File: src/hdl/kpi_pkg.sv
// ----------------------------------------------------------------------------
// kpi_pkg
// Shared types and constants for the keyboard port interface unit.
// ----------------------------------------------------------------------------
package kpi_pkg;

  // item kinds carried in in_tuser
  typedef enum logic [1:0] {
    CMD_KEY   = 2'd0,
    CMD_WRITE = 2'd1,
    CMD_READ  = 2'd2,
    CMD_TICK  = 2'd3
  } cmd_t;

  // port offsets from the base address
  localparam logic [1:0] PORT_A = 2'd0;
  localparam logic [1:0] PORT_B = 2'd1;
  localparam logic [1:0] PORT_C = 2'd2;
  localparam logic [1:0] PORT_D = 2'd3;

  // configuration register indexes
  localparam logic [2:0] REG_SWITCH_BYTE  = 3'd0;
  localparam logic [2:0] REG_FPU_PRESENT  = 3'd1;
  localparam logic [2:0] REG_PA_MODE      = 3'd2;
  localparam logic [2:0] REG_TICK_IGN_CLK = 3'd3;
  localparam logic [2:0] REG_CLK_IGN_CLR  = 3'd4;
  localparam logic [2:0] REG_PC_SEL_PB2   = 3'd5;
  localparam logic [2:0] REG_PD_READABLE  = 3'd6;

  // port A read modes while PB7 is set
  localparam logic [1:0] PA_MODE_LATCH    = 2'd0;
  localparam logic [1:0] PA_MODE_SWITCHES = 2'd1;

  // fixed codes and masks
  localparam logic [7:0] SELF_TEST_CODE = 8'haa;
  localparam logic [7:0] ALL_ONES       = 8'hff;
  localparam logic [7:0] SW_FPU_MASK    = 8'hfd;
  localparam logic [3:0] SW_LOW_MASK    = 4'hd;
  localparam int         PB_CLOCK_BIT   = 6;
  localparam int         PB_CLEAR_BIT   = 7;
  localparam int         PB_SEL_LOW_BIT = 2;
  localparam int         PB_SEL_HI_BIT  = 3;
  localparam int         PC_SPK_BIT     = 5;
  localparam int         SW_FPU_BIT     = 1;

  // configuration registers as seen by the core
  typedef struct packed {
    logic [7:0] switch_byte;
    logic       fpu_present;
    logic [1:0] port_a_switch_mode;
    logic       tick_ignores_clock;
    logic       clock_ignores_clear_bit;
    logic       port_c_select_pb2;
    logic       port_d_readable;
  } cfg_regs_t;

  // requests to the code ring for one beat
  typedef struct packed {
    logic       clear;
    logic       push;
    logic       pop;
    logic [7:0] data;
  } ring_ctrl_t;

  // code ring status
  typedef struct packed {
    logic       empty;
    logic       full;
    logic [7:0] head;
  } ring_stat_t;

endpackage

File: src/hdl/kpi_apb_regs.sv
// ----------------------------------------------------------------------------
// kpi_apb_regs
// APB configuration registers of the keyboard port interface unit.
// ----------------------------------------------------------------------------
module kpi_apb_regs
  import kpi_pkg::*;
(
  input  logic        clk,
  input  logic        rst_n,
  input  logic        cfg_psel,
  input  logic        cfg_penable,
  input  logic        cfg_pwrite,
  input  logic [4:0]  cfg_paddr,
  input  logic [31:0] cfg_pwdata,
  output logic [31:0] cfg_prdata,
  output logic        cfg_pready,
  output cfg_regs_t   cfg
);

  cfg_regs_t  cfg_r;
  logic       wr_en;
  logic [2:0] reg_idx;

  assign cfg_pready = 1'b1;
  assign wr_en      = cfg_psel & cfg_penable & cfg_pwrite;
  assign reg_idx    = cfg_paddr[4:2];
  assign cfg        = cfg_r;

  // register writes
  always_ff @(posedge clk) begin
    if (!rst_n) begin
      cfg_r.switch_byte             <= 8'h00;
      cfg_r.fpu_present             <= 1'b0;
      cfg_r.port_a_switch_mode      <= PA_MODE_SWITCHES;
      cfg_r.tick_ignores_clock      <= 1'b0;
      cfg_r.clock_ignores_clear_bit <= 1'b0;
      cfg_r.port_c_select_pb2       <= 1'b0;
      cfg_r.port_d_readable         <= 1'b1;
    end else if (wr_en) begin
      case (reg_idx)
        REG_SWITCH_BYTE:  cfg_r.switch_byte             <= cfg_pwdata[7:0];
        REG_FPU_PRESENT:  cfg_r.fpu_present             <= cfg_pwdata[0];
        REG_PA_MODE:      cfg_r.port_a_switch_mode      <= cfg_pwdata[1:0];
        REG_TICK_IGN_CLK: cfg_r.tick_ignores_clock      <= cfg_pwdata[0];
        REG_CLK_IGN_CLR:  cfg_r.clock_ignores_clear_bit <= cfg_pwdata[0];
        REG_PC_SEL_PB2:   cfg_r.port_c_select_pb2       <= cfg_pwdata[0];
        REG_PD_READABLE:  cfg_r.port_d_readable         <= cfg_pwdata[0];
        default: ;
      endcase
    end
  end

  // read back
  always_comb begin
    case (reg_idx)
      REG_SWITCH_BYTE:  cfg_prdata = {24'd0, cfg_r.switch_byte};
      REG_FPU_PRESENT:  cfg_prdata = {31'd0, cfg_r.fpu_present};
      REG_PA_MODE:      cfg_prdata = {30'd0, cfg_r.port_a_switch_mode};
      REG_TICK_IGN_CLK: cfg_prdata = {31'd0, cfg_r.tick_ignores_clock};
      REG_CLK_IGN_CLR:  cfg_prdata = {31'd0, cfg_r.clock_ignores_clear_bit};
      REG_PC_SEL_PB2:   cfg_prdata = {31'd0, cfg_r.port_c_select_pb2};
      REG_PD_READABLE:  cfg_prdata = {31'd0, cfg_r.port_d_readable};
      default:          cfg_prdata = 32'd0;
    endcase
  end

endmodule

File: src/hdl/kpi_code_ring.sv
// ----------------------------------------------------------------------------
// kpi_code_ring
// Scan-code ring: one write port, one registered read port that always holds
// the entry at the read pointer, with forwarding of a same-cycle write.
// ----------------------------------------------------------------------------
module kpi_code_ring
  import kpi_pkg::*;
#(
  parameter int QUEUE_DEPTH = 16
)
(
  input  logic       clk,
  input  logic       rst_n,
  input  ring_ctrl_t ctrl,
  output ring_stat_t stat
);

  localparam int PTR_W = (QUEUE_DEPTH > 1) ? $clog2(QUEUE_DEPTH) : 1;
  localparam logic [PTR_W-1:0] PTR_LAST = PTR_W'(QUEUE_DEPTH - 1);

  logic [7:0]       mem [QUEUE_DEPTH];
  logic [PTR_W-1:0] rd_ptr_r, rd_ptr_nxt;
  logic [PTR_W-1:0] wr_ptr_r, wr_ptr_nxt;
  logic [PTR_W-1:0] rd_base, wr_base;
  logic [PTR_W-1:0] wr_next_slot, rd_next_slot;
  logic [7:0]       head_r;

  // pointer after the current one, wrapping at the depth
  always_comb begin
    wr_next_slot = (wr_ptr_r == PTR_LAST) ? '0 : wr_ptr_r + PTR_W'(1);
    rd_next_slot = (rd_ptr_r == PTR_LAST) ? '0 : rd_ptr_r + PTR_W'(1);
  end

  // status from the current pointers
  assign stat.empty = (rd_ptr_r == wr_ptr_r);
  assign stat.full  = (wr_next_slot == rd_ptr_r);
  assign stat.head  = head_r;

  // next pointers, a clear empties the ring before any push
  always_comb begin
    rd_base    = ctrl.clear ? '0 : rd_ptr_r;
    wr_base    = ctrl.clear ? '0 : wr_ptr_r;
    rd_ptr_nxt = ctrl.pop ? rd_next_slot : rd_base;
    wr_ptr_nxt = wr_base;
    if (ctrl.push) begin
      wr_ptr_nxt = (wr_base == PTR_LAST) ? '0 : wr_base + PTR_W'(1);
    end
  end

  always_ff @(posedge clk) begin
    if (!rst_n) begin
      rd_ptr_r <= '0;
      wr_ptr_r <= '0;
    end else begin
      rd_ptr_r <= rd_ptr_nxt;
      wr_ptr_r <= wr_ptr_nxt;
    end
  end

  // storage and registered head read
  always_ff @(posedge clk) begin
    if (ctrl.push) begin
      mem[wr_base] <= ctrl.data;
    end
    if (ctrl.push && (wr_base == rd_ptr_nxt)) begin
      head_r <= ctrl.data;
    end else begin
      head_r <= mem[rd_ptr_nxt];
    end
  end

endmodule

File: src/hdl/xt_keyboard_port_interface_unit.sv
// ----------------------------------------------------------------------------
// xt_keyboard_port_interface_unit
// XT keyboard port: scan-code ring and PPI ports A to D with keyboard IRQ.
// ----------------------------------------------------------------------------
// Usage: each input beat carries one bus event, its kind in in_tuser (key
// code arrives, port write, port read, tick) and port offset, write byte,
// scan code and speaker level in in_tdata. Every input beat yields exactly
// one output beat with the read byte, IRQ level, port B byte and a flag set
// when a key code was dropped on a full ring.
// Throughput is one beat per cycle while out_tready is high; each beat goes
// through the input register, then the result register. The ring's head is
// kept in a register read from the ring memory at the pointer left by the
// previous beat, so back-to-back ticks and pushes never wait. A stalled
// output keeps its beat; the input register still takes a beat while it is
// empty, then in_tready drops. Reset (rst_n low at a clock edge) empties the
// ring, clears ports A and B, the IRQ and delivery state, and loads the
// register defaults. No clearing pass runs; the ring contents are only used
// after being written. The user must write the configuration registers
// through the APB port while idle; the block itself does not enforce this.
// ----------------------------------------------------------------------------
module xt_keyboard_port_interface_unit
  import kpi_pkg::*;
#(
  parameter int QUEUE_DEPTH = 16
)
(
  input  logic        clk,
  input  logic        rst_n,
  // input stream
  input  logic        in_tvalid,
  output logic        in_tready,
  input  logic [23:0] in_tdata,   // port_offset[1:0], write_data[9:2],
                                  // scan_code[17:10], speaker_level[18], zeros
  input  logic [1:0]  in_tuser,   // cmd[1:0]
  // output stream
  output logic        out_tvalid,
  input  logic        out_tready,
  output logic [23:0] out_tdata,  // read_data[7:0], irq_line[8],
                                  // port_b_value[16:9], key_dropped[17], zeros
  // configuration
  input  logic        cfg_psel,
  input  logic        cfg_penable,
  input  logic        cfg_pwrite,
  input  logic [4:0]  cfg_paddr,
  input  logic [31:0] cfg_pwdata,
  output logic [31:0] cfg_prdata,
  output logic        cfg_pready
);

  cfg_regs_t  cfg;
  ring_ctrl_t ring_ctrl;
  ring_stat_t ring_stat;

  // input register
  logic       in_vld_r;
  cmd_t       cmd_r;
  logic [1:0] port_r;
  logic [7:0] wdata_r;
  logic [7:0] code_r;
  logic       spk_r;
  logic       fire;

  // ppi state
  logic [7:0] pa_r, pa_nxt;
  logic [7:0] pb_r, pb_nxt;
  logic       clk_lvl_r, clk_lvl_nxt;
  logic [7:0] wait_r, wait_nxt;
  logic       irq_pend_r, irq_pend_nxt;
  logic       blocked_r, blocked_nxt;
  logic       irq_r, irq_nxt;

  // result register
  logic       out_vld_r;
  logic [7:0] rdata_r, rdata_nxt;
  logic       drop_r, drop_nxt;

  // helpers
  logic       tick_on;
  logic       track;
  logic       high_nib;
  logic [7:0] sw_fpu;
  logic [7:0] pc_val;

  kpi_apb_regs u_regs (
    .clk         (clk),
    .rst_n       (rst_n),
    .cfg_psel    (cfg_psel),
    .cfg_penable (cfg_penable),
    .cfg_pwrite  (cfg_pwrite),
    .cfg_paddr   (cfg_paddr),
    .cfg_pwdata  (cfg_pwdata),
    .cfg_prdata  (cfg_prdata),
    .cfg_pready  (cfg_pready),
    .cfg         (cfg)
  );

  kpi_code_ring #(
    .QUEUE_DEPTH (QUEUE_DEPTH)
  ) u_ring (
    .clk   (clk),
    .rst_n (rst_n),
    .ctrl  (ring_ctrl),
    .stat  (ring_stat)
  );

  // handshake: the held beat moves on when the result register is free or being drained
  assign fire      = in_vld_r & (~out_vld_r | out_tready);
  assign in_tready = ~in_vld_r | fire;

  always_ff @(posedge clk) begin
    if (!rst_n) begin
      in_vld_r <= 1'b0;
    end else if (in_tready) begin
      in_vld_r <= in_tvalid;
    end
  end

  always_ff @(posedge clk) begin
    if (in_tready && in_tvalid) begin
      cmd_r   <= cmd_t'(in_tuser);
      port_r  <= in_tdata[1:0];
      wdata_r <= in_tdata[9:2];
      code_r  <= in_tdata[17:10];
      spk_r   <= in_tdata[18];
    end
  end

  // switch views
  always_comb begin
    sw_fpu             = cfg.switch_byte & SW_FPU_MASK;
    sw_fpu[SW_FPU_BIT] = cfg.fpu_present;
    if (cfg.port_c_select_pb2) begin
      high_nib = ~pb_r[PB_SEL_LOW_BIT];
    end else begin
      high_nib = pb_r[PB_SEL_HI_BIT];
    end
    if (high_nib) begin
      pc_val = {4'd0, cfg.switch_byte[7:4]};
    end else begin
      pc_val             = {4'd0, cfg.switch_byte[3:0] & SW_LOW_MASK};
      pc_val[SW_FPU_BIT] = cfg.fpu_present;
    end
    pc_val[PC_SPK_BIT] = pc_val[PC_SPK_BIT] | spk_r;
  end

  // next state and result for the held beat
  always_comb begin
    pa_nxt       = pa_r;
    pb_nxt       = pb_r;
    clk_lvl_nxt  = clk_lvl_r;
    wait_nxt     = wait_r;
    irq_pend_nxt = irq_pend_r;
    blocked_nxt  = blocked_r;
    irq_nxt      = irq_r;
    rdata_nxt    = 8'h00;
    drop_nxt     = 1'b0;
    ring_ctrl    = '0;
    tick_on      = pb_r[PB_CLOCK_BIT] | cfg.tick_ignores_clock;
    track        = ~wdata_r[PB_CLEAR_BIT] | cfg.clock_ignores_clear_bit;

    case (cmd_r)
      CMD_KEY: begin
        ring_ctrl.data = code_r;
        ring_ctrl.push = fire & ~ring_stat.full;
        drop_nxt       = ring_stat.full;
      end
      CMD_WRITE: begin
        if (port_r == PORT_B) begin
          // clock edge resets the ring and queues the self-test code
          if (track && !clk_lvl_r && wdata_r[PB_CLOCK_BIT]) begin
            ring_ctrl.clear = fire;
            ring_ctrl.push  = fire;
            ring_ctrl.data  = SELF_TEST_CODE;
            irq_pend_nxt    = 1'b0;
            blocked_nxt     = 1'b0;
          end
          pb_nxt = wdata_r;
          if (track) begin
            clk_lvl_nxt = wdata_r[PB_CLOCK_BIT];
          end
          // clear bit drops port A and the interrupt
          if (wdata_r[PB_CLEAR_BIT]) begin
            pa_nxt      = 8'h00;
            blocked_nxt = 1'b0;
            irq_nxt     = 1'b0;
          end
        end
      end
      CMD_READ: begin
        case (port_r)
          PORT_A: begin
            if (pb_r[PB_CLEAR_BIT] && cfg.port_a_switch_mode != PA_MODE_LATCH) begin
              rdata_nxt = (cfg.port_a_switch_mode == PA_MODE_SWITCHES) ? sw_fpu : ALL_ONES;
            end else begin
              rdata_nxt = pa_r;
            end
          end
          PORT_B:  rdata_nxt = pb_r;
          PORT_C:  rdata_nxt = pc_val;
          default: rdata_nxt = cfg.port_d_readable ? cfg.switch_byte : ALL_ONES;
        endcase
      end
      default: begin
        // tick: deliver the waiting code, then fetch the next one
        if (tick_on) begin
          if (irq_pend_r) begin
            irq_pend_nxt = 1'b0;
            pa_nxt       = wait_r;
            blocked_nxt  = 1'b1;
            irq_nxt      = 1'b1;
          end
          if (!ring_stat.empty && !blocked_nxt) begin
            wait_nxt      = ring_stat.head;
            ring_ctrl.pop = fire;
            irq_pend_nxt  = 1'b1;
          end
        end
      end
    endcase
  end

  // ppi state registers
  always_ff @(posedge clk) begin
    if (!rst_n) begin
      pa_r       <= 8'h00;
      pb_r       <= 8'h00;
      clk_lvl_r  <= 1'b0;
      wait_r     <= 8'h00;
      irq_pend_r <= 1'b0;
      blocked_r  <= 1'b0;
      irq_r      <= 1'b0;
    end else if (fire) begin
      pa_r       <= pa_nxt;
      pb_r       <= pb_nxt;
      clk_lvl_r  <= clk_lvl_nxt;
      wait_r     <= wait_nxt;
      irq_pend_r <= irq_pend_nxt;
      blocked_r  <= blocked_nxt;
      irq_r      <= irq_nxt;
    end
  end

  // result register
  always_ff @(posedge clk) begin
    if (!rst_n) begin
      out_vld_r <= 1'b0;
    end else if (fire) begin
      out_vld_r <= 1'b1;
    end else if (out_tready) begin
      out_vld_r <= 1'b0;
    end
  end

  always_ff @(posedge clk) begin
    if (fire) begin
      rdata_r <= rdata_nxt;
      drop_r  <= drop_nxt;
    end
  end

  assign out_tvalid = out_vld_r;
  assign out_tdata  = {6'd0, drop_r, pb_r, irq_r, rdata_r};

endmodule
File: config.mk
export PLATFORM = sky130hd
export DESIGN_NAME = xt_keyboard_port_interface_unit
export DESIGN_NICKNAME = d
export VERILOG_FILES = /design/src/hdl/kpi_pkg.sv /design/src/hdl/kpi_apb_regs.sv /design/src/hdl/kpi_code_ring.sv /design/src/hdl/xt_keyboard_port_interface_unit.sv
export SDC_FILE = /design/constraint.sdc
export NUM_CORES = 1
export LEC_CHECK = 0
export ABC_AREA = 1
export BUFFER_PORTS_ARGS = -buffer_cell sky130_fd_sc_hd__buf_2
export CAP_MARGIN = 20
export CORE_ASPECT_RATIO = 1.25
export CORE_MARGIN = 5
export CORE_UTILIZATION = 52
export DETAILED_ROUTE_END_ITERATION = 7
export PLACE_DENSITY = 0.76
export SETUP_SLACK_MARGIN = 0.2
export SLEW_MARGIN = 20
export SYNTH_ARGS = -nofsm -noshare
export SYNTH_HDL_FRONTEND = slang
export SYNTH_SLANG_ARGS = --single-unit
File: constraint.sdc
create_clock -name clk -period 2.4 [get_ports clk]
set_clock_uncertainty 0.2 [all_clocks]
set_input_delay 0.12 -clock clk [delete_from_list [all_inputs] [get_ports clk]]
set_output_delay 0.12 -clock clk [all_outputs]
set_load 0.005 [all_outputs]
Word-level counts from Yosys, hierarchy flattened
Memory sizes are Yosys's and may differ from the RTL's. A register that Yosys moved wholly into a read port is not among the register bits.
Cells that the tools add are included.
W data, S select, Z words.
Storage, ports and cells
  bits in writable memories: 128
  input bits: 70
  word-level logic and storage cells: 145
  memories kept: 1
  flip-flop bits (word level): 83
  output and inout bits: 59
Memories
  u_ring.mem: words 16, bits a word 8, read ports 1, clocked after Yosys merged registers in 1, wr ports 1, line kpi_code_ring.sv:21  | logic [7:0] mem [QUEUE_DEPTH];
Operators by class
  bitwise operators: 16
  eq/ne operators: 20
  $add $sub $neg: 3
  reduce and logical (&&, ||, !) cells: 30
  mux-type cells: 50
Operators by type and width (number)
  $mux W8: 9
  $pmux W8 S7: 1
  $mux W4: 8
  $pmux W8 S2: 2
  $pmux W8 S3: 1
  $mux W1: 23
  $reduce_and A2 Y1: 7
  $add A4 B1 Y4 const B: 3
  $eq A4 B4 Y1 const B: 3
  $reduce_and A5 Y1: 2
  $eq A3 B3 Y1 const B: 3
  $eq A4 B4 Y1: 2
  $pmux W1 S2: 4
  $reduce_and A4 Y1: 2
  $reduce_bool A2 Y1: 4
  $not A1 Y1: 7
  $eq A2 B1 Y1 const B: 3
  $eq A3 B2 Y1 const B: 2
  $ne A2 B2 Y1 const B: 3
  $reduce_and A6 Y1: 1
  $logic_and A1 B1 Y1: 5
  $and A1 B1 Y1: 4
  $eq A2 B2 Y1 const B: 2
  $logic_not A2 Y1: 2
  other kinds (10): 16

Depth between registers and ports, before layout
Gate-level depths: netlist of the first run.
  depth in word-level cells: 11
  gate-level depth with buffers: 14
  depth with buffers taken out: 14

Hierarchy
A second synthesis of the first run with hierarchy kept.
Unflattened totals
  cell total of the unflattened synthesis: 1069
  area total of the unflattened synthesis: 9857.0 um^2
By module, submodules not included
  kpi_code_ring: area each 5998.3 um^2, cells each 584, sequential area each 4083.9 um^2, times used 1
  xt_keyboard_port_interface_unit: area each 2746.4 um^2, cells each 321, sequential area each 1501.4 um^2, times used 1
  kpi_apb_regs: area each 1112.3 um^2, cells each 164, sequential area each 300.3 um^2, times used 1

Least setup slack after synthesis of the first run
No wires, ideal clock.
  path type: register to register
  from: register port_r[0]
  to: memory u_ring.mem[15][0] (enable)
  clock period less this slack: 2576 ps
  setup slack: -176 ps
  cell stages (with the launch flop): 12
  setup time: 383 ps
  data required time: 1817 ps
  data arrival time: 1993 ps
  path buffers: 1
  cells stage by stage: edfxtp_1 -> buf_4 -> inv_4 -> nor2_8 -> nand2_1 -> nor2_2 -> nand2_2 -> nand2_1 -> inv_1 -> ha_1 -> inv_1 -> nor3_1
Between the ends
  cells in the longest elaborated chain, start to end: 5
  elaborated cells between the ends (all ways): 7
  classes of those cells: 1 x eq/ne; 6 x mux
Ends and longest elaborated chain
  start, declared: line xt_keyboard_port_interface_unit.sv:57  | logic [1:0] port_r;
  start signal, assigned: line xt_keyboard_port_interface_unit.sv:121  | port_r <= in_tdata[1:0];
  $eq A2 B1 Y1 *: line xt_keyboard_port_interface_unit.sv:168  | if (port_r == PORT_B) begin
  $mux W2 *: line xt_keyboard_port_interface_unit.sv:168
  $pmux W1 S2: line xt_keyboard_port_interface_unit.sv:161  | case (cmd_r)
  $mux W1: line kpi_code_ring.sv:62  | if (ctrl.push) begin
  $mux W1 (not written as such): line kpi_code_ring.sv:63  | mem[wr_base] <= ctrl.data;
  end, declared: line kpi_code_ring.sv:21
Every way passes the cells marked *; elsewhere a longest branch is shown, timed or not.

Worst setup path in the final report of the first run
  from: register port_r[1]
  to: memory u_ring.mem[15][2] (enable)
Same word-level chain as after synthesis.

==> results of run 1 <==
-- per-layer routing --
layer	share of wire (%)	vias to the layer above
met5	0	-
met4	5.6	0
met3	6.9	94
met2	52	380
met1	35	3531
li1	-	3456
-- final cells by class --
type                    count  share of cell area (%)
inverters                  68                    2.39
well taps                 224                    2.36
clock inverters            12                   0.791
flip-flops and latches    215                    49.7
multi-input cells         590                    26.9
clock buffers              24                    4.52
repair buffers            197                    13.4
-- cell usage in the layout, fill, tap and decap left out, types with 41 or more instances in the layout --
cell type and count:
sky130_fd_sc_hd__dfxtp_1 52, sky130_fd_sc_hd__edfxtp_1 158, sky130_fd_sc_hd__o211ai_1 41, sky130_fd_sc_hd__o21ai_0 112, sky130_fd_sc_hd__buf_2 66, sky130_fd_sc_hd__nor2_1 160
sky130_fd_sc_hd__dlygate4sd3_1 45, sky130_fd_sc_hd__nand2_1 81, sky130_fd_sc_hd__inv_1 55, sky130_fd_sc_hd__buf_4 63
-- where the power goes --
| group | internal [µW] | switching, µW | leakage [µW] | total [µW] |
|---|---|---|---|---|
| Combinational | 203 | 291 | 0.00235 | 494 |
| Sequential | 4020 | 28.7 | 0.00195 | 4050 |
| Clock | 1720 | 1350 | 0.000313 | 3070 |
| Total | 5950 | 1670 | 0.00461 | 7620 |
-- worst max-delay path, delay by kind of cell, from the launching register on --
kind	cells	cell delay, ps
buffers and inverters	4	500
DFF	1	480
and+or+nand+nor	6	820
-- stage by stage --
stage / util (%) / worst slack, ps / area (µm²) / setup TNS, ps
final: 67.5 / 100 / 11900 / 0
after global routing: 67.5 / 32.6 / 11900 / 0
after CTS: 65.6 / 177 / 11500 / 0
after detailed placement: 58.4 / -75.5 / 10300 / -811
after global placement: 58.4 / 47.8 / 10300 / 0
after floorplan: - / 95.2 / 9510 / 0
-- logic make-up after synthesis --
| kind of cell | after synthesis | synth area share, % |
|---|---|---|
| other | 2 | 0.0802 |
| AO/OA/AOI/OAI | 212 | 13.2 |
| XOR/XNOR | 4 | 0.374 |
| AND/OR/NAND/NOR | 337 | 15.4 |
| flip-flops | 215 | 62.9 |
| adder cells (fa/ha/maj) | 6 | 0.802 |
| buffers and inverters | 136 | 7.23 |
-- sequential cells by signal, summed over array words and instances, names as in the netlist, 2 cells and up, named ones only --
name and count:
u_regs.cfg 15, rdata_r 8, code_r 8, pb_r 8
u_ring.rd_ptr_r 4, u_ring.wr_ptr_r 4, cmd_r 2, wait_r 8
u_ring.mem 128, pa_r 8, wdata_r 8, port_r 2
-- repair_timing --
item,CTS,global route
hold buffers,46,0
buffers inserted,13,8
pin swaps,8,16
endpoints found under the hold margin,60,0
setup endpoints to repair,130,200
resized for setup,20,73
-- cell usage after synthesis (all sizes together) --
master | instances | area (µm²)
o221ai | 7 | 61.3
a221oi | 1 | 8.76
o21ai | 121 | 609
clkbuf | 19 | 71.3
nand2 | 106 | 440
inv | 67 | 256
a311oi | 1 | 8.76
nand4 | 5 | 37.5
xor2 | 3 | 26.3
clkinv | 1 | 3.75
a21oi | 34 | 196
nand3 | 35 | 190
dfxtp | 57 | 1140
nor2 | 180 | 704
ha | 6 | 75.1
o21a | 1 | 7.51
edfxtp | 158 | 4740
o22ai | 1 | 6.26
xnor2 | 1 | 8.76
o211ai | 41 | 308
nor4 | 1 | 6.26
nor3 | 10 | 60.1
o311ai | 1 | 8.76
a31oi | 4 | 25.0
conb | 2 | 7.51
buf | 49 | 345
-- final timing paths --
| check | slack [ps] | depth (start not counted) | start | end |
|---|---|---|---|---|
| worst min-delay path | 130 | 2 | in_tdata[18] | spk_r |
| worst min register to register | 260 | 2 | irq_r | irq_r |
| worst max register to register | 100 | 10 | port_r[1] | u_ring.mem[15][2] |
| worst max-delay path | 100 | 10 | port_r[1] | u_ring.mem[15][2] |
==> impl_results.rst, run 1 <==
.. list-table::
   :header-rows: 1

   * - Metric
     - Value
   * - Outcome
     - completed
   * - Share of post-route cells with drive strength above 1
     - between 20% and 30%
   * - Clock tree from TritonCTS
     - yes
   * - Final estimated routing congestion in global placement
     - 0.876
   * - Pin count of the biggest net entering global routing
     - 65
   * - Effective utilization at floorplan
     - 53.3%
   * - Total leakage power
     - approximately 0.0046 µW
   * - CTS root buf
     - sky130_fd_sc_hd__clkbuf_16
   * - Unique masters post-synth
     - about 40
   * - Number of filler instances in the final layout
     - 1,169
   * - Count of buffers from port buffering
     - 66
   * - Critical-path top delay cell
     - sky130_fd_sc_hd__edfxtp_1
   * - Antenna-violating nets left
     - 0
   * - Number of sinks driven by the clock tree
     - 215
   * - FF+latch count, synth
     - between 200 and 250
   * - GR Layer Usage met1
     - 25.3%
   * - Final WL
     - 25,000 µm
   * - Met3 demand-to-capacity share in global routing
     - 3.17%
   * - Total via count in the routed design
     - 7,461
   * - Routed length per placed instance
     - approximately 19 µm
   * - Worst hold path class
     - input port to flip-flop
   * - Router iterations before antenna repair
     - 7
   * - Final hold slack
     - 129 ps
   * - Vias in the first global route
     - 7,196
   * - Number of antenna violations at the first check in global routing
     - 0
   * - Area growth from synthesis to layout
     - 26.8%
   * - Synthesis warning total
     - 0
   * - Crit path cell chain
     - nor2_8, nand2_4, nor2_4, nand2_4, buf_6, nand2_4, buf_12, inv_8, nor3_4, buf_12
   * - Maximum vdd drop
     - 0.685 mV
   * - Kind of launch point of the worst setup path
     - flip-flop
   * - Worst-Margin Slew
     - 668 ps
   * - Relative slew slack
     - 55.3%
   * - Average footprint of a synthesized cell
     - 10.3 µm²
   * - Die Width
     - 130 µm
   * - Minimum clock period
     - 2300 ps
   * - Grt total ovfl
     - 0
   * - Iteration-0 DRC count of the detailed router
     - 634
   * - Area of the multi-input gates
     - 3190 µm²
   * - Max-cap check violation count
     - 0
   * - H-tree levels
     - 1
   * - Number of buffers created by CTS
     - 20
   * - Stage delay of the slowest cell on the critical path
     - 480 ps
   * - Post-synthesis cell area
     - 9360 µm²
   * - Buffer levels on the longest clock path
     - 3
   * - Standard cell core area
     - 17,600 µm²
   * - Element type at the critical path end
     - flip-flop
   * - Routing usage on met2
     - 40.1%
   * - Layout net count
     - 1,168
   * - Post-Syn Instances
     - 912
   * - Setup Viol. Count Final
     - 0
   * - Rows
     - 54
   * - DP Cell Count
     - 1,227
   * - Total global routing track utilization
     - 22.2%
   * - Final clock period utilization by the worst path
     - 95.8%
   * - Crit path top cell by count
     - sky130_fd_sc_hd__nand2_4
   * - Sequential element share of the synthesized area
     - 62.9%
   * - Placed wire-length estimate after detailed placement
     - about 15,000 µm
   * - First-pass GRT wire length
     - 36,900 µm
   * - Most Crowded Layer GR
     - met2
   * - Final Total Pwr
     - 7620 µW
   * - Power density normalized to cell area
     - roughly 640 nW/µm²
   * - Ports placed on the boundary
     - 129
   * - Endpoints failing hold
     - 0
   * - Clock-pin slew on the worst setup and hold paths
     - 70 ps
   * - Chip height
     - 160 µm
   * - Data arrival, critical path
     - 2310 ps
   * - Area used by sequential logic in the layout
     - 5890 µm²
   * - RSZ-0062 raised after global routing
     - yes
   * - Post-DR vias/cell
     - 5.61
   * - Max FO, Critical Path
     - 8
   * - Final routed DRC violation total
     - 0
   * - Class of the most critical setup path
     - flip-flop to flip-flop
   * - Antenna diodes
     - 0
   * - Fmax achieved
     - 435 MHz
   * - Area enclosed by the die boundary
     - 20,800 µm²
   * - Non-filler cells, final
     - between 1,000 and 1,500
   * - Required time of the critical path
     - 2410 ps
   * - Clock latency at the later pin of the worst-skew pair
     - slightly below 500 ps
   * - Number of pins with negative max-slew slack in the final report
     - 0
Power figures use the tool's default switching activity.
==> run 2: changes to the inputs <==
--- a/config.mk
+++ b/config.mk
@@ -15,4 +15,5 @@
 export PLACE_DENSITY = 0.76
 export SETUP_SLACK_MARGIN = 0.2
+export SKIP_CTS_REPAIR_TIMING = 1
 export SLEW_MARGIN = 20
 export SYNTH_ARGS = -nofsm -noshare
==> constraint.sdc (replaced) <==
create_clock -name clk -period 2.4 [get_ports clk]
set_clock_uncertainty 0.2 [all_clocks]
set_input_delay 0.24 -clock clk [delete_from_list [all_inputs] [get_ports clk]]
set_output_delay 0.24 -clock clk [all_outputs]
set_load 0.005 [all_outputs]
==> impl_results.rst, run 2 (same netlist as run 1, synthesis figures left out) <==
.. list-table::
   :header-rows: 1

   * - Metric
     - Value
   * - CTS root buf
     - sky130_fd_sc_hd__clkbuf_16 (unchanged)
   * - Pin count of the biggest net entering global routing
     - 65 (unchanged)
   * - Top Metal Used
     - met4 (unchanged)
   * - Cell-internal power
     - 6110 µW (was 5950 µW)
   * - Final hold slack
     - -43.2 ps (was 129 ps)
   * - Chip height
     - 160 µm (unchanged)
   * - Area growth from synthesis to layout
     - 22.7% (was 26.8%)
   * - Antenna diodes
     - 0 (unchanged)
   * - Switching power total
     - 1570 µW (was 1670 µW)
   * - Element type at the critical path end
     - flip-flop (unchanged)
   * - Rows
     - 54 (unchanged)
   * - Router iterations before antenna repair
     - 4 (was 7)
   * - Fmax achieved
     - 450 MHz (was 435 MHz)
   * - Relative slew slack
     - 53.6% (was 55.3%)
   * - Number of filler instances in the final layout
     - 1,264 (was 1,169)
   * - Effective utilization at floorplan
     - 53.3% (unchanged)
   * - Total leakage power
     - 0.00446 µW (was 0.00461 µW)
   * - Power density normalized to cell area
     - 668 nW/µm² (was 642 nW/µm²)
   * - Setup Viol. Count Final
     - 0 (unchanged)
   * - Standard cell core area
     - 17,600 µm² (unchanged)
   * - Total global routing track utilization
     - 19.3% (was 22.2%)
   * - Setup tns final
     - 0 ps (unchanged)
   * - Met3 wire length
     - 1170 µm (was 1720 µm)
   * - Count of buffers from port buffering
     - 66 (unchanged)
   * - Routed length per placed instance
     - 17.2 µm (was 18.8 µm)
   * - Number of antenna violations at the first check in global routing
     - 0 (unchanged)
   * - Endpoints failing hold
     - 1 (was 0)
   * - Required time of the critical path
     - 2400 ps (was 2410 ps)
   * - Clock latency at the later pin of the worst-skew pair
     - 490 ps (about the same)
   * - Worst hold path class
     - input port to flip-flop (unchanged)
   * - Stage delay of the slowest cell on the critical path
     - 540 ps (was 480 ps)
   * - Outcome
     - complete, but fails checks (was completed)
   * - Grt total ovfl
     - 0 (unchanged)
   * - RSZ-0062 raised after global routing
     - yes (unchanged)
   * - Final Total Pwr
     - 7680 µW (was 7620 µW)
   * - Register name with the most flops
     - u_ring.mem (unchanged)
   * - Commonest non-fill, non-tap cells in the layout
     - 165 x sky130_fd_sc_hd__nor2_1, 158 x sky130_fd_sc_hd__edfxtp_1, 112 x sky130_fd_sc_hd__o21ai_0, 82 x sky130_fd_sc_hd__nand2_1, 66 x sky130_fd_sc_hd__buf_2 (was 160 x sky130_fd_sc_hd__nor2_1, 158 x sky130_fd_sc_hd__edfxtp_1, 112 x sky130_fd_sc_hd__o21ai_0, 81 x sky130_fd_sc_hd__nand2_1, 66 x sky130_fd_sc_hd__buf_2)
   * - Data arrival, critical path
     - 2220 ps (was 2310 ps)
   * - Clock tree from TritonCTS
     - yes (unchanged)
   * - Met1 Wirelength
     - 8230 µm (was 8780 µm)
   * - Buffer levels on the longest clock path
     - 3 (unchanged)
   * - Total via count in the routed design
     - 7,070 (was 7,461)
   * - Iteration-0 DRC count of the detailed router
     - 421 (was 634)
   * - Die Width
     - 130 µm (unchanged)
   * - Post-DR vias/cell
     - 5.45 (was 5.61)
   * - Placed wire-length estimate after detailed placement
     - 14,400 µm (was 14,500 µm)
   * - Part of the power in combinational logic
     - 5.6% (was 6.5%)
   * - Final clock period utilization by the worst path
     - 92.6% (was 95.8%)
   * - Minimum clock period
     - 2220 ps (was 2300 ps)
   * - Number of buffers created by CTS
     - 19 (was 20)
   * - Switching power share of the total
     - 20.4% (was 21.9%)
   * - Class of the most critical setup path
     - input port to flip-flop (was flip-flop to flip-flop)
   * - Final estimated routing congestion in global placement
     - 0.890 (was 0.876)
   * - Worst setup slack after layout
     - 177 ps (was 100 ps)
   * - Share of post-route cells with drive strength above 1
     - 22.4% (was 24.3%)
   * - Final routed DRC violation total
     - 0 (unchanged)
   * - Setup slack at placement
     - -24.0 ps (was -75.5 ps)
   * - Number of sinks driven by the clock tree
     - 215 (unchanged)
   * - Final WL
     - 22,300 µm (was 25,000 µm)
   * - Worst-Margin Slew
     - 692 ps (was 668 ps)
   * - Most common cell after layout, fill and taps aside
     - sky130_fd_sc_hd__nor2_1 (unchanged)
   * - Ports placed on the boundary
     - 129 (unchanged)
   * - Area enclosed by the die boundary
     - 20,800 µm² (unchanged)
   * - Non-filler cells, final
     - 1,297 (was 1,330)
   * - Violated checks
     - hold timing
   * - Vias in the first global route
     - 6,512 (was 7,196)
   * - Kind of launch point of the worst setup path
     - input port (was flip-flop)
   * - Critical-path top delay cell
     - sky130_fd_sc_hd__dlygate4sd3_1 (was sky130_fd_sc_hd__edfxtp_1)
   * - H-tree levels
     - 1 (unchanged)
   * - Max-cap check violation count
     - 0 (unchanged)
   * - Layout net count
     - 1,137 (was 1,168)
   * - Number of flip-flops under the largest register name
     - 128 (unchanged)
   * - First-pass GRT wire length
     - 32,100 µm (was 36,900 µm)
   * - Max FO, Critical Path
     - 8 (unchanged)
   * - Detailed route wirelength on metal2
     - 11,900 µm (was 13,100 µm)
   * - Antenna-violating nets left
     - 0 (unchanged)
   * - DP Cell Count
     - 1,224 (was 1,227)
   * - Maximum vdd drop
     - 1.01 mV (was 0.685 mV)
   * - Clock-pin slew on the worst setup and hold paths
     - 70 ps (about the same)
   * - Clock share of power
     - 41.7% (was 40.3%)
   * - Crit path cell chain
     - dlygate4sd3_1, buf_2, inv_1, nand2_1, nand2_1, inv_1, nand2_4, buf_6, nand2_2, inv_1, nand2_1, buf_4, nor3_4, buf_12 (was nor2_8, nand2_4, nor2_4, nand2_4, buf_6, nand2_4, buf_12, inv_8, nor3_4, buf_12)
   * - Number of pins with negative max-slew slack in the final report
     - 0 (unchanged)
   * - Sequential power share
     - 52.8% (was 53.2%)
[run 2: changes by cell type in the layout (fill, tap and decap cells not counted), sizes merged]
cell          change
buf              -18
bufinv            +3
clkbuf            -1
clkinv            -4
clkinvlp          +1
dlygate4sd3      -11
dlymetal6s4s      -1
inv               -2
[run 2: metrics by stage]
step / hold WS (ps) / cell area (µm²) / util, %
final: -43.2 / 11500 / 65.4
after CTS: -284 / 10900 / 62.0
after global routing: -2.04 / 11500 / 65.4
after global placement: 216 / 10200 / 58.3
after detailed placement: 218 / 10200 / 58.3
after floorplan: 139 / 9510 / -
[run 2: path summary, 6_finish.rpt]
kind | slack [ps] | end | depth (start not counted) | start
hold reg to reg | 260 | irq_r | 2 | irq_r
hold / removal | -40 | u_regs.cfg[6] | 3 | cfg_paddr[4]
setup reg to reg | 220 | u_ring.mem[11][1] | 12 | port_r[0]
setup / recovery | 180 | u_ring.mem[11][1] | 14 | out_tready
[run 2: power groups by stage]
stage / registers [µW] / clock network (µW) / logic (µW)
3_3_place_gp: 4130 / 0 / 343
3_5_place_dp: 4130 / 0 / 350
4_1_cts: 4050 / 3230 / 353
5_1_grt: 4050 / 3410 / 469
6_report: 4050 / 3200 / 428
2_1_floorplan: 4120 / 0 / 235
[run 2: area by class of cell]
cell class | instances | area (µm²) | area share (%)
clock inverter | 10 | 153 | 1.33
multi-input combinational | 590 | 3090 | 26.9
sequential | 215 | 5900 | 51.3
tap | 224 | 280 | 2.44
inverter | 68 | 265 | 2.31
timing repair buffer | 167 | 1300 | 11.3
clock buffer | 23 | 500 | 4.36
[run 2: routing by layer]
metal	vias up	GRT usage, %
met4	0	9.40
met5	-	0
met2	237	34.4
met3	53	2.51
li1	3403	-
met1	3377	22.5
[run 2: critical path, delay by kind of cell]
family,cells,cell delay (ps)
buf+inv,8,1370
simple gates,6,610
==> run 3: changes to the inputs <==
Settings changed: CAP_MARGIN 20 to 40, SKIP_CTS_REPAIR_TIMING 1 to not set, SYNTH_HIERARCHICAL set to 1.
==> impl_results.rst, run 3 <==
.. list-table::
   :header-rows: 1

   * - Metric
     - Value
   * - Total global routing track utilization
     - 21.8% (was 19.3%)
   * - Setup slack of the worst register-to-register path
     - 9 ps (was 220 ps)
   * - Worst hold path class
     - input port to flip-flop (unchanged)
   * - Async set-reset flop share out of synthesis
     - 0% (unchanged)
   * - Effective utilization at floorplan
     - 52.7% (was 53.3%)
   * - Routed length per placed instance
     - 16.5 µm (was 17.2 µm)
   * - Critical-path top delay cell
     - sky130_fd_sc_hd__dfxtp_4 (was sky130_fd_sc_hd__dlygate4sd3_1)
   * - Number of filler instances in the final layout
     - 1,413 (was 1,264)
   * - Non-filler cells, final
     - 1,445 (was 1,297)
   * - Most common cell after layout, fill and taps aside
     - sky130_fd_sc_hd__nand2_1 (was sky130_fd_sc_hd__nor2_1)
   * - Buffer levels on the longest clock path
     - 3 (unchanged)
   * - Relative slew slack
     - 50.5% (was 53.6%)
   * - Sequential power share
     - 52.9% (was 52.8%)
   * - First-pass GRT wire length
     - 37,600 µm (was 32,100 µm)
   * - Switching power total
     - 1600 µW (was 1570 µW)
   * - FF+latch count, synth
     - 215 (unchanged)
   * - Clock tree from TritonCTS
     - yes (unchanged)
   * - Worst setup slack after layout
     - 9.13 ps (was 177 ps)
   * - Total leakage power
     - 0.00486 µW (was 0.00446 µW)
   * - Pin count of the biggest net entering global routing
     - 47 (was 65)
   * - Setup tns final
     - 0 ps (unchanged)
   * - Area growth from synthesis to layout
     - 20.4% (was 22.7%)
   * - Router iterations before antenna repair
     - 5 (was 4)
   * - CTS root buf
     - sky130_fd_sc_hd__clkbuf_16 (unchanged)
   * - Count of buffers from port buffering
     - 66 (unchanged)
   * - Final routed DRC violation total
     - 0 (unchanged)
   * - Endpoints failing hold
     - 1 (unchanged)
   * - Number of antenna violations at the first check in global routing
     - 0 (unchanged)
   * - Stage delay of the slowest cell on the critical path
     - 370 ps (was 540 ps)
   * - Unique masters post-synth
     - 38 (was 41)
   * - Number of flip-flops under the largest register name
     - 128 (unchanged)
   * - Clock share of power
     - 41.7% (about the same)
   * - Post-layout instance area
     - 11,900 µm² (was 11,500 µm²)
   * - Layout net count
     - 1,275 (was 1,137)
   * - Final estimated routing congestion in global placement
     - 0.883 (was 0.890)
   * - RR Endpoint
     - u_ring/mem[7][2] (was u_ring.mem[11][1])
   * - Share of post-route cells with drive strength above 1
     - 18.9% (was 22.4%)
   * - Hold Startpoint
     - cfg_psel (was cfg_paddr[4])
   * - Antenna diodes
     - 0 (unchanged)
   * - Power density normalized to cell area
     - 644 nW/µm² (was 668 nW/µm²)
   * - Post-Syn Instances
     - 1,069 (was 912)
   * - Rows
     - 56 (was 54)
   * - Cell area reported after detailed placement
     - 10,700 µm² (was 10,200 µm²)
   * - Area share of the largest cell type after synthesis
     - 48.1% (was 50.7%)
   * - Crit path cell chain
     - ha_4, xnor2_2, nand3_1, nor2_1, nand2_1, nor2_1, inv_1, nand2_1, o22ai_2, buf_6, nand2_8, nor3_4, buf_12 (was dlygate4sd3_1, buf_2, inv_1, nand2_1, nand2_1, inv_1, nand2_4, buf_6, nand2_2, inv_1, nand2_1, buf_4, nor3_4, buf_12)
   * - Violated checks
     - hold timing (unchanged)
   * - Clock latency at the later pin of the worst-skew pair
     - 500 ps (was 490 ps)
   * - Number of sinks driven by the clock tree
     - 215 (unchanged)
   * - Ranking of synthesized cells by area
     - sky130_fd_sc_hd__edfxtp_1 48%, sky130_fd_sc_hd__dfxtp_1 12%, sky130_fd_sc_hd__nand2_1 12% (was sky130_fd_sc_hd__edfxtp_1 51%, sky130_fd_sc_hd__dfxtp_1 12%, sky130_fd_sc_hd__nor2_1 7.0%)
   * - Maximum vdd drop
     - 0.752 mV (was 1.01 mV)
   * - Part of the power in combinational logic
     - 5.4% (was 5.6%)
   * - Worst-Margin Slew
     - 742 ps (was 692 ps)
   * - Number of buffer and inverter stages on the critical path
     - 3 (was 8)
   * - Minimum clock period
     - 2390 ps (was 2220 ps)
   * - Number of enable-type register cells in the synthesized netlist
     - 158 (unchanged)
   * - Register name with the most flops
     - u_ring/mem (was u_ring.mem)
   * - Number of pins with negative max-slew slack in the final report
     - 0 (unchanged)
   * - Reg2Reg Depth
     - 13 (was 12)
   * - DP Cell Count
     - 1,359 (was 1,224)
   * - Chip height
     - 164 µm (was 160 µm)
   * - Fmax achieved
     - 418 MHz (was 450 MHz)
   * - Critical R2R Launch
     - u_ring/wr_ptr_r[0] (was port_r[0])
   * - Final hold slack
     - -61.7 ps (was -43.2 ps)
   * - Standard cell core area
     - 18,700 µm² (was 17,600 µm²)
   * - Post-DR vias/cell
     - 5.25 (was 5.45)
   * - Vias in the first global route
     - 7,385 (was 6,512)
   * - Element type at the critical path end
     - flip-flop (unchanged)
   * - Iteration-0 DRC count of the detailed router
     - 635 (was 421)
   * - Cell-internal power
     - 6030 µW (was 6110 µW)
   * - Setup slack at placement
     - -3.85 ps (was -24.0 ps)
   * - Critical path depth in cells
     - 13 (was 14)
   * - Max-cap check violation count
     - 0 (unchanged)
   * - Dominant cell by count in the synthesized netlist
     - sky130_fd_sc_hd__nand2_1 (was sky130_fd_sc_hd__nor2_1)
   * - Synthesis warning total
     - 6 (was 0)
   * - Final clock period utilization by the worst path
     - 99.6% (was 92.6%)
   * - Class of the most critical setup path
     - flip-flop to flip-flop (was input port to flip-flop)
   * - Top flip-flop cell by instance count after synthesis
     - sky130_fd_sc_hd__edfxtp_1 (unchanged)
   * - Post-synthesis cell area
     - 9860 µm² (was 9360 µm²)
   * - Number of buffers created by CTS
     - 20 (was 19)
   * - Area enclosed by the die boundary
     - 21,800 µm² (was 20,800 µm²)
   * - Placed wire-length estimate after detailed placement
     - 15,600 µm (was 14,400 µm)
   * - Clock-pin slew on the worst setup and hold paths
     - 70 ps (about the same)
   * - WHS Path Cells
     - 4 (was 3)
   * - Sequential element share of the synthesized area
     - 59.7% (was 62.9%)
   * - Setup Viol. Count Final
     - 0 (unchanged)
   * - Switching power share of the total
     - 21.0% (was 20.4%)
   * - Required time of the critical path
     - 2400 ps (about the same)
   * - Worst Hold Path EP
     - u_regs/cfg[0] (was u_regs.cfg[6])
   * - Die Width
     - 133 µm (was 130 µm)
   * - RSZ-0062 raised after global routing
     - yes (unchanged)
   * - Antenna-violating nets left
     - 0 (unchanged)
   * - Most instantiated cells after synthesis
     - 304 x sky130_fd_sc_hd__nand2_1, 158 x sky130_fd_sc_hd__edfxtp_1, 126 x sky130_fd_sc_hd__nor2_1 (was 174 x sky130_fd_sc_hd__nor2_1, 158 x sky130_fd_sc_hd__edfxtp_1, 113 x sky130_fd_sc_hd__o21ai_0)
   * - Total via count in the routed design
     - 7,583 (was 7,070)
   * - Outcome
     - complete, but fails checks (unchanged)
   * - Average footprint of a synthesized cell
     - 9.22 µm² (was 10.3 µm²)
   * - H-tree levels
     - 1 (unchanged)
   * - Ports placed on the boundary
     - 129 (unchanged)
   * - Final WL
     - 23,800 µm (was 22,300 µm)
   * - Kind of cell adding the most delay to the critical path
     - simple AND/OR/NAND/NOR gates (was buffers and inverters)
   * - Most area-hungry cell type in the Yosys netlist
     - sky130_fd_sc_hd__edfxtp_1 (unchanged)
   * - Max FO, Critical Path
     - 8 (unchanged)
   * - Data arrival, critical path
     - 2390 ps (was 2220 ps)
   * - Kind of launch point of the worst setup path
     - flip-flop (was input port)
   * - Commonest non-fill, non-tap cells in the layout
     - 299 x sky130_fd_sc_hd__nand2_1, 158 x sky130_fd_sc_hd__edfxtp_1, 109 x sky130_fd_sc_hd__nor2_1, 100 x sky130_fd_sc_hd__nand3_1, 84 x sky130_fd_sc_hd__inv_1 (was 165 x sky130_fd_sc_hd__nor2_1, 158 x sky130_fd_sc_hd__edfxtp_1, 112 x sky130_fd_sc_hd__o21ai_0, 82 x sky130_fd_sc_hd__nand2_1, 66 x sky130_fd_sc_hd__buf_2)
   * - Grt total ovfl
     - 0 (unchanged)
## run 3: cell types whose count changed in the layout (fill, tap and decap cells not counted), sizes merged, moves of 24 or more
cell | before | now
buf | 133 | 109
nand3 | 35 | 105
nand2 | 106 | 313
o211ai | 41 | 10
inv | 67 | 100
nor2 | 180 | 141
o21ai | 121 | 48
## run 3: how the worst max path moves through the flow
stage	from	to	slack (ps)
3_3_place_gp	u_ring/wr_ptr_r[2]	u_ring/mem[13][0]	30
2_1_floorplan	u_ring/wr_ptr_r[0]	u_ring/mem[7][0]	150
3_5_place_dp	u_ring/wr_ptr_r[2]	u_ring/mem[13][0]	-4
5_1_grt	u_ring/wr_ptr_r[0]	u_ring/mem[7][2]	-80
4_1_cts	u_ring/wr_ptr_r[0]	u_ring/mem[12][6]	50
6_report	u_ring/wr_ptr_r[0]	u_ring/mem[7][2]	9
## run 3: worst reg2reg max path, stage by stage, from the launching register on
cell and delay, ps:
sky130_fd_sc_hd__dfxtp_4 370, sky130_fd_sc_hd__ha_4 240, sky130_fd_sc_hd__xnor2_2 120, sky130_fd_sc_hd__nand3_1 80
sky130_fd_sc_hd__nor2_1 40, sky130_fd_sc_hd__nand2_1 50, sky130_fd_sc_hd__nor2_1 40, sky130_fd_sc_hd__inv_1 60
sky130_fd_sc_hd__nand2_1 70, sky130_fd_sc_hd__o22ai_2 180, sky130_fd_sc_hd__buf_6 220, sky130_fd_sc_hd__nand2_8 110
sky130_fd_sc_hd__nor3_4 160, sky130_fd_sc_hd__buf_12 150
## run 3: final cells by class
cell class                      count  area (µm²)  share of cell area [%]
Clock buffer                       27         558                    4.70
Clock inverter                      9         103                   0.865
Inverter                          102         387                    3.26
Multi-Input combinational cell    713        3530                    29.8
Sequential cell                   215        5900                    49.7
Tap cell                          232         290                    2.45
Timing Repair Buffer              147        1090                    9.23
## run 3: cells by family after synthesis
| kind of cell | Yosys count | synth area share [%] |
|---|---|---|
| and+or+nand+nor | 572 | 24.9 |
| AOI/OAI and AO/OA | 101 | 5.62 |
| xor gates and xnor gates | 3 | 0.267 |
| adders and majority gates | 6 | 0.762 |
| other | 3 | 0.114 |
| buffers and inverters | 169 | 8.62 |
| DFF | 215 | 59.7 |
## run 3: stage by stage
step	hold slack, ps	power (µW)	util (%)
after floorplan	139	4360	-
after global placement	217	4450	56.9
after detailed placement	218	4460	56.9
after CTS	13.0	7650	63.1
after global routing	17.3	7890	63.4
final	-61.7	7630	63.4
## run 3: power groups by stage
stage                     Sequential (µW)  Clock [µW]  Combinational [µW]
after detailed placement             4120           0                 332
after CTS                            4040        3220                 390
final                                4040        3180                 411
after floorplan                      4120           0                 245
after global routing                 4040        3390                 451
after global placement               4120           0                 325
## run 3: per-layer routing
layer	GRT usage (%)	vias up	routed length, µm
met5	0	-	0
met4	7.90	0	717
met3	3.46	50	1520
met2	40.4	291	12500
met1	25.6	3539	9010
li1	-	3703	-
## run 3: timing repair
item / in CTS / in global routing
cloned: 1 / 0
endpoints found under the hold margin: 34 / 0
pin swaps: 7 / 8
endpoints found under the setup margin: 129 / 140
buffers inserted: 9 / 2
hold buffers: 39 / 0
resized for setup: 6 / 15
